### config.mk
export PLATFORM = sky130hd
export DESIGN_NAME = laser_range_frame_parser_unit
export DESIGN_NICKNAME = d
export VERILOG_FILES = /design/src/sv/lrfp_pkg.sv /design/src/sv/laser_range_frame_parser_unit.sv /design/src/sv/lrfp_front.sv /design/src/sv/lrfp_queue.sv /design/src/sv/lrfp_back.sv
export SDC_FILE = /design/constraint.sdc
export NUM_CORES = 1
export LEC_CHECK = 0
export ABC_CLOCK_PERIOD_IN_PS = 23800
export BUFFER_PORTS_ARGS = -buffer_cell sky130_fd_sc_hd__buf_2
export CAP_MARGIN = 25
export CORE_ASPECT_RATIO = 1.25
export CORE_MARGIN = 1.5
export CORE_UTILIZATION = 45
export CTS_CLUSTER_DIAMETER = 100
export DETAILED_ROUTE_END_ITERATION = 6
export GPL_ROUTABILITY_DRIVEN = 0
export PLACE_DENSITY = 0.62
export SYNTH_ARGS = -nofsm -noshare
export SYNTH_HDL_FRONTEND = slang
export SYNTH_SLANG_ARGS = --single-unit
### constraint.sdc
create_clock -name clk -period 23.8 [get_ports clk]
set_clock_uncertainty 0.05 [all_clocks]
set_input_delay 4.76 -clock clk [delete_from_list [all_inputs] [get_ports clk]]
set_output_delay 4.76 -clock clk [all_outputs]
set_load 0.1 [all_outputs]
### src/sv/lrfp_pkg.sv
// ----------------------------------------------------------------------------
// lrfp_pkg
// Shared types and constants for the laser range frame parser.
// ----------------------------------------------------------------------------
package lrfp_pkg;

  // Default sizing
  localparam int FRAME_LEN_DEF    = 11;
  localparam int NUM_CHANNELS_DEF = 2;

  // Field widths
  localparam int BYTE_W  = 8;
  localparam int CNT_W   = 4;
  localparam int DIST_W  = 23;

  // Byte slots kept per channel: bytes 3 to 10 of a frame
  localparam int FIRST_SLOT = 3;
  localparam int LAST_SLOT  = 10;
  localparam int NUM_SLOTS  = LAST_SLOT - FIRST_SLOT + 1;
  localparam int SLOT_W     = $clog2(NUM_SLOTS);

  // Frame bytes
  localparam logic [BYTE_W-1:0] SYNC_BYTE   = 8'h80;
  localparam logic [BYTE_W-1:0] HDR1_BYTE   = 8'h06;
  localparam logic [BYTE_W-1:0] HDR2_BYTE   = 8'h83;
  localparam logic [BYTE_W-1:0] FILL_BYTE   = 8'h2E;
  localparam logic [BYTE_W-1:0] MODE_LIMIT  = 8'h34;
  localparam logic [BYTE_W-1:0] ERR_CHAR    = 8'h45;  // 'E'
  localparam logic [BYTE_W-1:0] RANGE_CHAR  = 8'h52;  // 'R'
  localparam logic [BYTE_W-1:0] ZERO_CHAR   = 8'h30;  // '0'

  // Queue
  localparam int QUEUE_DEPTH = 2;

  // Completed frame handed from front to back
  typedef struct packed {
    logic              ch;
    logic [BYTE_W-1:0] b3;
    logic [BYTE_W-1:0] b4;
    logic [BYTE_W-1:0] b5;
    logic [BYTE_W-1:0] b7;
    logic [BYTE_W-1:0] b8;
    logic [BYTE_W-1:0] b9;
    logic [BYTE_W-1:0] b10;
  } frame_t;

endpackage

### src/sv/laser_range_frame_parser_unit.sv
// ----------------------------------------------------------------------------
// laser_range_frame_parser_unit
// Parses rangefinder frames from interleaved serial byte channels.
// ----------------------------------------------------------------------------
// Input channel: one request per received byte (in_channel, in_rx_byte),
// taken when in_valid is high and in_stall is low. Bytes of each channel
// are gathered into a frame of FRAME_LEN bytes; bytes for a channel number
// at or above NUM_CHANNELS are dropped.
// Result channel: one request per accepted frame (out_src_channel,
// out_distance), taken when out_valid is high and out_stall is low.
// Rejected frames give no request.
// Throughput: one byte per cycle while in_stall is low. The front counts
// and captures bytes, a two-entry frame queue decouples it from the back,
// which checks the frame and holds the result in an output register.
// A taken final byte puts its frame in the queue, then the result register.
// Stalling: while out_stall holds, finished frames fill the queue; in_stall
// rises only when the queue is full.
// Reset clears all byte counts, the queue and the result valid flag; no
// clearing pass is needed.
// ----------------------------------------------------------------------------
module laser_range_frame_parser_unit #(
  parameter int FRAME_LEN    = lrfp_pkg::FRAME_LEN_DEF,
  parameter int NUM_CHANNELS = lrfp_pkg::NUM_CHANNELS_DEF
) (
  input  logic                                clk,
  input  logic                                rst_n,
  input  logic                                in_valid,
  output logic                                in_stall,
  input  logic                                in_channel,
  input  logic [lrfp_pkg::BYTE_W-1:0]         in_rx_byte,
  output logic                                out_valid,
  input  logic                                out_stall,
  output logic                                out_src_channel,
  output logic signed [lrfp_pkg::DIST_W-1:0]  out_distance
);

  logic             q_full;
  logic             push;
  lrfp_pkg::frame_t push_frame;
  logic             pop;
  logic             head_valid;
  lrfp_pkg::frame_t head_frame;

  assign in_stall = q_full;

  // Byte intake and frame capture
  lrfp_front #(
    .FRAME_LEN    (FRAME_LEN),
    .NUM_CHANNELS (NUM_CHANNELS)
  ) u_front (
    .clk        (clk),
    .rst_n      (rst_n),
    .in_valid   (in_valid),
    .in_channel (in_channel),
    .in_rx_byte (in_rx_byte),
    .q_full     (q_full),
    .push       (push),
    .push_frame (push_frame)
  );

  // Frame queue
  lrfp_queue u_queue (
    .clk        (clk),
    .rst_n      (rst_n),
    .push       (push),
    .push_frame (push_frame),
    .pop        (pop),
    .full       (q_full),
    .head_valid (head_valid),
    .head_frame (head_frame)
  );

  // Validation and result
  lrfp_back u_back (
    .clk             (clk),
    .rst_n           (rst_n),
    .head_valid      (head_valid),
    .head_frame      (head_frame),
    .pop             (pop),
    .out_valid       (out_valid),
    .out_stall       (out_stall),
    .out_src_channel (out_src_channel),
    .out_distance    (out_distance)
  );

endmodule

### src/sv/lrfp_front.sv
// ----------------------------------------------------------------------------
// lrfp_front
// Per-channel byte counting, header checking and frame capture.
// ----------------------------------------------------------------------------
module lrfp_front #(
  parameter int FRAME_LEN    = lrfp_pkg::FRAME_LEN_DEF,
  parameter int NUM_CHANNELS = lrfp_pkg::NUM_CHANNELS_DEF
) (
  input  logic                        clk,
  input  logic                        rst_n,
  input  logic                        in_valid,
  input  logic                        in_channel,
  input  logic [lrfp_pkg::BYTE_W-1:0] in_rx_byte,
  input  logic                        q_full,
  output logic                        push,
  output lrfp_pkg::frame_t            push_frame
);

  localparam int CH_W = (NUM_CHANNELS > 1) ? $clog2(NUM_CHANNELS) : 1;
  localparam logic [lrfp_pkg::CNT_W-1:0] LAST_CNT = lrfp_pkg::CNT_W'(FRAME_LEN - 1);
  localparam logic [lrfp_pkg::CNT_W-1:0] FIRST_CNT =
    lrfp_pkg::CNT_W'(lrfp_pkg::FIRST_SLOT);
  localparam logic [lrfp_pkg::CNT_W-1:0] LASTSLOT_CNT =
    lrfp_pkg::CNT_W'(lrfp_pkg::LAST_SLOT);

  logic [lrfp_pkg::CNT_W-1:0]  cnt_r  [NUM_CHANNELS];
  logic                        hdr1_r [NUM_CHANNELS];
  logic [lrfp_pkg::BYTE_W-1:0] slot_r [NUM_CHANNELS][lrfp_pkg::NUM_SLOTS];

  logic [CH_W-1:0]             ch_idx;
  logic                        ch_ok;
  logic                        acc;
  logic [lrfp_pkg::CNT_W-1:0]  cnt;
  logic [lrfp_pkg::CNT_W-1:0]  cnt_nxt;
  logic [lrfp_pkg::CNT_W-1:0]  slot_off;
  logic                        slot_wr;
  logic                        last_byte;

  assign ch_idx = CH_W'(in_channel);
  assign ch_ok  = (int'(in_channel) < NUM_CHANNELS);
  assign acc    = in_valid && !q_full && ch_ok;
  assign cnt    = cnt_r[ch_idx];

  // Count sequencing: sync byte, header bytes, then body
  always_comb begin
    cnt_nxt   = cnt + 1'b1;
    last_byte = 1'b0;
    if (cnt == '0) begin
      if (in_rx_byte != lrfp_pkg::SYNC_BYTE) cnt_nxt = '0;
    end else if (cnt == lrfp_pkg::CNT_W'(2)) begin
      if (!hdr1_r[ch_idx] || in_rx_byte != lrfp_pkg::HDR2_BYTE) cnt_nxt = '0;
    end else if (cnt >= LAST_CNT) begin
      cnt_nxt   = '0;
      last_byte = (cnt >= FIRST_CNT);
    end
  end

  assign slot_off = cnt - FIRST_CNT;
  assign slot_wr  = (cnt >= FIRST_CNT) && (cnt <= LASTSLOT_CNT);

  // Count and header flag
  always_ff @(posedge clk) begin
    if (!rst_n) begin
      for (int i = 0; i < NUM_CHANNELS; i++) cnt_r[i] <= '0;
    end else if (acc) begin
      cnt_r[ch_idx] <= cnt_nxt;
    end
  end

  always_ff @(posedge clk) begin
    if (acc && cnt == 4'd1) hdr1_r[ch_idx] <= (in_rx_byte == lrfp_pkg::HDR1_BYTE);
  end

  // Body byte capture
  always_ff @(posedge clk) begin
    if (acc && slot_wr) slot_r[ch_idx][slot_off[lrfp_pkg::SLOT_W-1:0]] <= in_rx_byte;
  end

  // Frame request out; the final byte may still be on the input
  assign push = acc && last_byte;

  always_comb begin
    push_frame.ch  = in_channel;
    push_frame.b3  = slot_r[ch_idx][0];
    push_frame.b4  = slot_r[ch_idx][1];
    push_frame.b5  = slot_r[ch_idx][2];
    push_frame.b7  = slot_r[ch_idx][4];
    push_frame.b8  = slot_r[ch_idx][5];
    push_frame.b9  = slot_r[ch_idx][6];
    push_frame.b10 = (cnt == LASTSLOT_CNT) ? in_rx_byte : slot_r[ch_idx][7];
  end

endmodule

### src/sv/lrfp_queue.sv
// ----------------------------------------------------------------------------
// lrfp_queue
// Small register queue of completed frames between front and back.
// ----------------------------------------------------------------------------
module lrfp_queue (
  input  logic             clk,
  input  logic             rst_n,
  input  logic             push,
  input  lrfp_pkg::frame_t push_frame,
  input  logic             pop,
  output logic             full,
  output logic             head_valid,
  output lrfp_pkg::frame_t head_frame
);

  localparam int PTR_W = (lrfp_pkg::QUEUE_DEPTH > 1) ? $clog2(lrfp_pkg::QUEUE_DEPTH) : 1;
  localparam int CNT_W = $clog2(lrfp_pkg::QUEUE_DEPTH + 1);
  localparam logic [PTR_W-1:0] LAST_PTR = PTR_W'(lrfp_pkg::QUEUE_DEPTH - 1);

  lrfp_pkg::frame_t  entry_r [lrfp_pkg::QUEUE_DEPTH];
  logic [PTR_W-1:0]  wr_ptr_r, wr_ptr_nxt;
  logic [PTR_W-1:0]  rd_ptr_r, rd_ptr_nxt;
  logic [CNT_W-1:0]  fill_r, fill_nxt;
  logic              do_push, do_pop;

  assign full       = (fill_r == CNT_W'(lrfp_pkg::QUEUE_DEPTH));
  assign head_valid = (fill_r != '0);
  assign head_frame = entry_r[rd_ptr_r];
  assign do_push    = push && !full;
  assign do_pop     = pop && head_valid;

  // Pointer and fill update
  always_comb begin
    wr_ptr_nxt = wr_ptr_r;
    rd_ptr_nxt = rd_ptr_r;
    fill_nxt   = fill_r;
    if (do_push) wr_ptr_nxt = (wr_ptr_r == LAST_PTR) ? '0 : wr_ptr_r + 1'b1;
    if (do_pop)  rd_ptr_nxt = (rd_ptr_r == LAST_PTR) ? '0 : rd_ptr_r + 1'b1;
    if (do_push && !do_pop) fill_nxt = fill_r + 1'b1;
    else if (!do_push && do_pop) fill_nxt = fill_r - 1'b1;
  end

  always_ff @(posedge clk) begin
    if (!rst_n) begin
      wr_ptr_r <= '0;
      rd_ptr_r <= '0;
      fill_r   <= '0;
    end else begin
      wr_ptr_r <= wr_ptr_nxt;
      rd_ptr_r <= rd_ptr_nxt;
      fill_r   <= fill_nxt;
    end
  end

  // Entry storage
  always_ff @(posedge clk) begin
    if (do_push) entry_r[wr_ptr_r] <= push_frame;
  end

endmodule

### src/sv/lrfp_back.sv
// ----------------------------------------------------------------------------
// lrfp_back
// Frame validation, distance assembly and the result register.
// ----------------------------------------------------------------------------
module lrfp_back (
  input  logic                        clk,
  input  logic                        rst_n,
  input  logic                        head_valid,
  input  lrfp_pkg::frame_t            head_frame,
  output logic                        pop,
  output logic                        out_valid,
  input  logic                        out_stall,
  output logic                        out_src_channel,
  output logic signed [lrfp_pkg::DIST_W-1:0] out_distance
);

  localparam int DW = lrfp_pkg::DIST_W;
  localparam logic [lrfp_pkg::BYTE_W-1:0] HDR_SUM =
    lrfp_pkg::SYNC_BYTE + lrfp_pkg::HDR1_BYTE + lrfp_pkg::HDR2_BYTE + lrfp_pkg::FILL_BYTE;

  logic                        out_valid_r;
  logic                        src_ch_r;
  logic signed [DW-1:0]        dist_r;
  logic [lrfp_pkg::BYTE_W-1:0] sum8;
  logic [lrfp_pkg::BYTE_W-1:0] check;
  logic                        frame_ok;
  logic signed [DW-1:0]        d4, d5, d7, d8, d9;
  logic signed [DW-1:0]        dist_sum;
  logic                        take;

  // Digit value of an ASCII byte, no range check
  function automatic logic signed [DW-1:0] digit(input logic [lrfp_pkg::BYTE_W-1:0] b);
    digit = $signed(DW'(b)) - $signed(DW'(lrfp_pkg::ZERO_CHAR));
  endfunction

  // Checksum and field checks
  always_comb begin
    sum8 = HDR_SUM + head_frame.b3 + head_frame.b4 + head_frame.b5
         + head_frame.b7 + head_frame.b8 + head_frame.b9;
    check    = 8'h00 - sum8;
    frame_ok = (head_frame.b3 != lrfp_pkg::ERR_CHAR) &&
               (head_frame.b3 <  lrfp_pkg::MODE_LIMIT) &&
               (head_frame.b4 != lrfp_pkg::RANGE_CHAR) &&
               (head_frame.b5 != lrfp_pkg::RANGE_CHAR) &&
               (head_frame.b10 == check);
  end

  // Weighted digit sum, wraps in the result width
  always_comb begin
    d4       = digit(head_frame.b4);
    d5       = digit(head_frame.b5);
    d7       = digit(head_frame.b7);
    d8       = digit(head_frame.b8);
    d9       = digit(head_frame.b9);
    dist_sum = DW'(d4 * $signed(DW'(10000))) + DW'(d5 * $signed(DW'(1000)))
             + DW'(d7 * $signed(DW'(100))) + DW'(d8 * $signed(DW'(10))) + d9;
  end

  // Result register: refills while the held request is being taken
  assign take = out_valid_r && !out_stall;
  assign pop  = head_valid && (!out_valid_r || take);

  always_ff @(posedge clk) begin
    if (!rst_n) begin
      out_valid_r <= 1'b0;
    end else if (pop && frame_ok) begin
      out_valid_r <= 1'b1;
    end else if (take) begin
      out_valid_r <= 1'b0;
    end
  end

  always_ff @(posedge clk) begin
    if (pop && frame_ok) begin
      src_ch_r <= head_frame.ch;
      dist_r   <= dist_sum;
    end
  end

  assign out_valid       = out_valid_r;
  assign out_src_channel = src_ch_r;
  assign out_distance    = dist_r;

endmodule

==> Word-level counts from Yosys, hierarchy flattened <==
Memory sizes are Yosys's and may differ from the RTL's. A register that Yosys moved wholly into a read port is not among the register bits.
Index checks and enable logic that the tools add are counted.
{ "classes": {"n_shift": 0, "n_reduce_logical": 30, "n_mul": 4, "n_addsub": 22, "n_bitwise": 1, "div": 0, "n_eq_ne": 11, "n_mux": 32, "magnitude_cmp": 6} }
{ "ops": {"columns": ["op", "n"], "rows": [
  ["adder 23 bit", 4],
  ["two-way mux 64 bit", 1],
  ["subtractor 8 x 6 -> 9 bit (second input constant)", 5],
  ["adder 8 bit", 5],
  ["demux 8 bit (select 3 bit)", 1],
  ["two-way mux 4 bit", 6],
  ["inequality test 8 x 7 -> 1 bit (second input constant)", 3],
  ["multiplier 23 x 11 -> 19 bit (second input constant)", 1],
  ["multiplier 23 x 4 -> 22 bit (second input constant)", 1],
  ["multiplier 23 x 6 -> 21 bit (second input constant)", 1],
  ["multiplier 23 x 8 -> 20 bit (second input constant)", 1],
  ["two-way mux 1 bit", 20],
  ["logical AND 1 bit", 17],
  ["two-way mux 8 bit", 2],
  ["inequality test 8 bit (second input constant)", 2],
  ["adder 6 x 8 -> 8 bit (first input constant)", 1],
  ["== test 8 x 3 -> 1 bit (second input constant)", 1],
  ["== test 8 bit", 1],
  [">= comparator 4 bit (second input constant)", 2],
  ["less-than comparator 8 x 6 -> 1 bit (second input constant)", 1],
  ["subtractor 1 x 8 -> 8 bit (first input constant)", 1],
  ["logical NOT 1 bit", 6],
  ["nonzero test 2 bit", 3],
  ["adder 4 x 1 -> 4 bit (second input constant)", 1],
  ["other kinds (16)", 19]
]} }
{ "totals": {"reg_bits": 29, "mem_bits_ro": 0, "out_inout_bits": 26, "ram_bits": 252, "latchBits": 0, "inputBits": 13, "n_memories": 4, "elab_cells": 116} }
{ "mem_list": {"columns": ["memory", "words", "width", "read_ports", "rd_ports_with_merged_regs", "write_ports", "line", "text"], "rows": [
  ["u_front.slot_r", 2, 64, 1, 0, 1, "lrfp_front.sv:28", "logic [lrfp_pkg::BYTE_W-1:0] slot_r [NUM_CHANNELS][lrfp_pkg::NUM_SLOTS];"],
  ["u_queue.entry_r", 2, 57, 1, 1, 1, "lrfp_queue.sv:20", "lrfp_pkg::frame_t entry_r [lrfp_pkg::QUEUE_DEPTH];"],
  ["u_front.cnt_r", 2, 4, 1, 0, 2, "lrfp_front.sv:26", "logic [lrfp_pkg::CNT_W-1:0] cnt_r [NUM_CHANNELS];"],
  ["u_front.hdr1_r", 2, 1, 1, 0, 1, "lrfp_front.sv:27", "logic hdr1_r [NUM_CHANNELS];"]
]} }

==> Longest topological paths before layout <==
{ "depth": {"depth_word": 11, "ltp_mapped": 39} }

==> Modules after synthesis <==
From an unflattened synthesis, not the netlist that was laid out.
{ "hier_totals": {"hier_cells": 1424, "area_unflattened_um2": 18453.9} }
{ "by_module_without_submodules": {"columns": ["mod", "n_inst", "cells_per_inst", "area_per_inst_um2"], "rows": [
  ["lrfp_back", 1, 933, 9049.9],
  ["lrfp_front", 1, 289, 5051.1],
  ["lrfp_queue", 1, 202, 4352.9]
]} }

==> Least setup slack after synthesis <==
OpenSTA, ideal clock, no wires.
{ "synth_timing": {"path_type": "in2reg", "startpoint": "in in_channel", "endpoint": "mem u_queue.entry_r[0][0] (netlist bit), enable pin", "setup_ns": 0.544, "required_time_ns": 23.206, "cell_stages": 5, "path_buffers": 1, "t_arrival_ns": 9.894, "path_slack_ns": 13.311, "cell_sequence": "clkbuf_1 mux2i_1 ha_1 o21bai_1 nor3_1"} }
{ "synth_via": {"elab_chain_len": 9, "elab_cells_between_ends": 12} }
{ "synth_rtl": {"columns": ["element", "line", "text"], "rows": [
  ["start: declaration", "laser_range_frame_parser_unit.sv:29", "input logic in_channel,"],
  ["memory (2 x 4 bit) *", null, null],
  [">= comparator 4 x 2 -> 1 bit / >= comparator 4 bit (equally long branches)", "lrfp_front.sv:54, lrfp_front.sv:52", null],
  ["two-way mux 1 bit", "lrfp_front.sv:52", "end else if (cnt >= LAST_CNT) begin"],
  ["two-way mux 1 bit", "lrfp_front.sv:50", "end else if (cnt == lrfp_pkg::CNT_W'(2)) begin"],
  ["two-way mux 1 bit *", "lrfp_front.sv:48", "if (cnt == '0) begin"],
  ["logical AND 1 bit *", "lrfp_front.sv:80", "assign push = acc && last_byte;"],
  ["logical AND 1 bit *", "lrfp_queue.sv:29", "assign do_push = push && !full;"],
  ["two-way mux 1 bit *", "lrfp_queue.sv:57", "if (do_push) entry_r[wr_ptr_r] <= push_frame;"],
  ["two-way mux 1 bit (implied by the code) *", "lrfp_queue.sv:57", null],
  ["end: declaration", "lrfp_queue.sv:20", null]
]} }
Every way passes the cells marked *; elsewhere a longest branch is shown, timed or not.

==> impl_metrics.tcl <==
set metrics [dict create \
    synth_nets 1777 \
    crit_buf_inv 9 \
    drive_above_1_share 0.111 \
    nFillCells 3384 \
    cts_made_buffers 29 \
    root_buffer "clkbuf_16" \
    first_pass_iters 4 \
    drc 0 \
    synthArstFlopShare 0 \
    ys_ff_latch 266 \
    die-area_um2 41500 \
    hold_viol 0 \
    hold_depth 2 \
    rows 82 \
    place_hpwl_um 28300 \
    post_drt_wl_per_cell_um 17.8 \
    drt_iter0_drc 316 \
    coreArea_um2 39900 \
    slowest_delay_ns 0.67 \
    track_usage 0.182 \
    cts.path.max_buffers 3 \
    cts_tree "done" \
    max_slew_margin 0.330 \
    worstHoldEndpoint "u_queue.fill_r[1]" \
    io_buffers 38 \
    nets 1838 \
    cts_hold_buf 0 \
    arrival_ns 9.60 \
    worst_pin_slew_ns 1.01 \
    cpMaxStageDelayCell "mux2i_1" \
    reg2reg_to "u_back.out_distance[22]" \
    required_ns 24.04 \
    num_vias 10300 \
    ios 39 \
    crit_fanout 16 \
    clkLatencyLatePin_ns 0.56 \
    grt_pass1_vias 10700 \
    yosysWarnings 0 \
    finalSetupTns_ns 0 \
    outcome "finished clean" \
    grt_pass1_wl_um 57700 \
    die_x_um 183 \
    yosys.cell_types.count 58 \
    hold_ws_ns 0.462 \
    setup_viol 0 \
    antenna_found_initial 0 \
    crit_top_cell "inv_1" \
    ys.flop_type "edfxtp_1" \
    syn_area_per_cell_um2 12.6 \
    overflow 0 \
    crit_type "reg2reg" \
    start_util 0.454 \
    antenna_cells 0 \
    cts-resized-gates 0 \
    rsz0062_at_grt "false" \
    hp-class "reg2reg" \
    crit_path_end_kind "flip-flop" \
    crit_path_start_kind "flip-flop" \
    area_growth_pct 9.91 \
    ff2ff_path_depth 34 \
    htreeDepth 1 \
    post_drt_via_cell_ratio 5.08 \
    r2r_slack_ns 14.43 \
    worstHoldStart "u_queue.fill_r[1]" \
    clock_sinks 266 \
    period_minus_slack_ns 9.37 \
    synthCells 1442 \
    postRouteAntennaNets 0 \
    netlist_area_um2 18100 \
    drt_wl_total_um 36200 \
    cts_setup_buffers 0 \
    fin_crit_sh 0.394 \
    max_freq_ghz 0.107 \
    slew_viol_final 0 \
    maxCapViolCount 0 \
    synth-edff-count 260 \
    grt_max_degree 76 \
    die_h_um 227 \
    synth_seq_area_share 0.437 \
    cts.clk_slew.worst_paths_ns 0.06 \
    path_delay_family "adder cells" \
]
## area by class of cell
class	instances	area [um^2]	area share
timing repair buffer	52	293	0.0147
clock inverter	18	211	0.0106
tap	504	631	0.0316
clock buffer	34	744	0.0373
sequential	266	7930	0.398
inverter	255	957	0.0480
multi-input combinational	899	9170	0.460
## metal layers
layer / part of all wire / global-route usage
met2: 0.52 / 0.336
met1: 0.42 / 0.219
met4: 0.033 / 0.0634
met5: 0 / 0
met3: 0.025 / 0.0210
## tightest hold or removal path, delay by kind of cell, from the launching register on
family,cells,cell delay (ns)
AOI/OAI and AO/OA,2,0.14
DFF,1,0.32
## sequential cells by signal (all words and copies together), names as in the netlist, named ones only
register,flops
u_back.out_distance,23
u_back.out_src_channel,1
u_back.out_valid,1
u_front.cnt_r,8
u_front.hdr1_r,2
u_front.slot_r,112
u_queue.entry_r,114
u_queue.fill_r,2
u_queue.rd_ptr_r,1
u_queue.wr_ptr_r,1
## layout by cell type, fill, tap and decap left out, types with 11 or more instances in the layout
| master | count |
|---|---|
| nor3_1 | 17 |
| nand2_1 | 45 |
| buf_4 | 13 |
| mux2_2 | 60 |
| mux2i_1 | 56 |
| a21o_1 | 17 |
| xnor2_1 | 70 |
| inv_1 | 255 |
| nor2b_1 | 13 |
| clkbuf_16 | 29 |
| xor2_1 | 32 |
| nor2_1 | 62 |
| ha_1 | 186 |
| a21oi_1 | 53 |
| nand3_1 | 11 |
| edfxtp_1 | 260 |
| buf_2 | 39 |
| o21ai_0 | 36 |
| fa_1 | 136 |
| and2_1 | 13 |
## how the worst max path moves through the flow
stage,depth (start not counted),slack [ns],to,startpoint
final,34,14.43,u_back.out_distance[22],flip-flop
after global routing,31,13.81,u_back.out_distance[22],flip-flop
after CTS,34,14.43,u_back.out_distance[22],flip-flop
after detailed placement,34,14.41,u_back.out_distance[22],flip-flop
after global placement,34,14.42,u_back.out_distance[22],flip-flop
after floorplan,5,13.31,u_queue.entry_r[0][0],in_channel
## synth_stat cells, drive strengths merged (2+ instances only)
master / n / share of area
edfxtp: 260 / 0.43
inv: 255 / 0.053
ha: 186 / 0.13
fa: 136 / 0.15
xnor2: 70 / 0.034
nor2: 62 / 0.013
mux2: 60 / 0.037
mux2i: 57 / 0.032
a21oi: 54 / 0.015
nand2: 45 / 0.0093
o21ai: 40 / 0.011
xor2: 32 / 0.015
nor3: 18 / 0.0050
a21o: 17 / 0.0070
and2: 14 / 0.0048
buf: 14 / 0.0037
nor2b: 13 / 0.0045
nand3: 11 / 0.0030
nand2b: 10 / 0.0034
o21a: 9 / 0.0037
clkbuf: 8 / 0.0017
o21bai: 7 / 0.0029
dfxtp: 6 / 0.0066
a21boi: 5 / 0.0021
nor4: 5 / 0.0017
or3: 5 / 0.0017
a211oi: 4 / 0.0019
a31oi: 4 / 0.0014
and3: 3 / 0.0010
nand4: 3 / 0.0010
nor4b: 3 / 0.0014
or2: 3 / 0.0010
nor3b: 2 / 0.00083
o2111ai: 2 / 0.00097
o311ai: 2 / 0.00097
o31ai: 2 / 0.00083
## stage by stage
| step | utilization | instances | instance area [um^2] | setup WS [ns] |
|---|---|---|---|---|
| after floorplan | - | 1442 | 18100 | 13.31 |
| after global placement | 0.475 | 1973 | 19000 | 14.42 |
| after detailed placement | 0.476 | 1976 | 19000 | 14.41 |
| after CTS | 0.499 | 2028 | 19900 | 14.43 |
| after global routing | 0.499 | 2028 | 19900 | 13.81 |
| final | 0.499 | 2028 | 19900 | 14.43 |
## cell families (layout without fill, tap and decap cells)
family | after synthesis | in the layout | share of synthesized area
DFF | 266 | 266 | 0.437
muxes | 117 | 117 | 0.0689
other | 1 | 1 | 0.000207
buffers and inverters | 277 | 359 | 0.0582
adders and majority gates | 322 | 322 | 0.278
xor gates and xnor gates | 103 | 103 | 0.0505
AOI/OAI and AO/OA | 155 | 155 | 0.0530
and+or+nand+nor | 201 | 201 | 0.0537
Power is left out: the tool's default activity adds up to more than one toggle a clock period on the data nets, which glitch-free logic cannot reach.
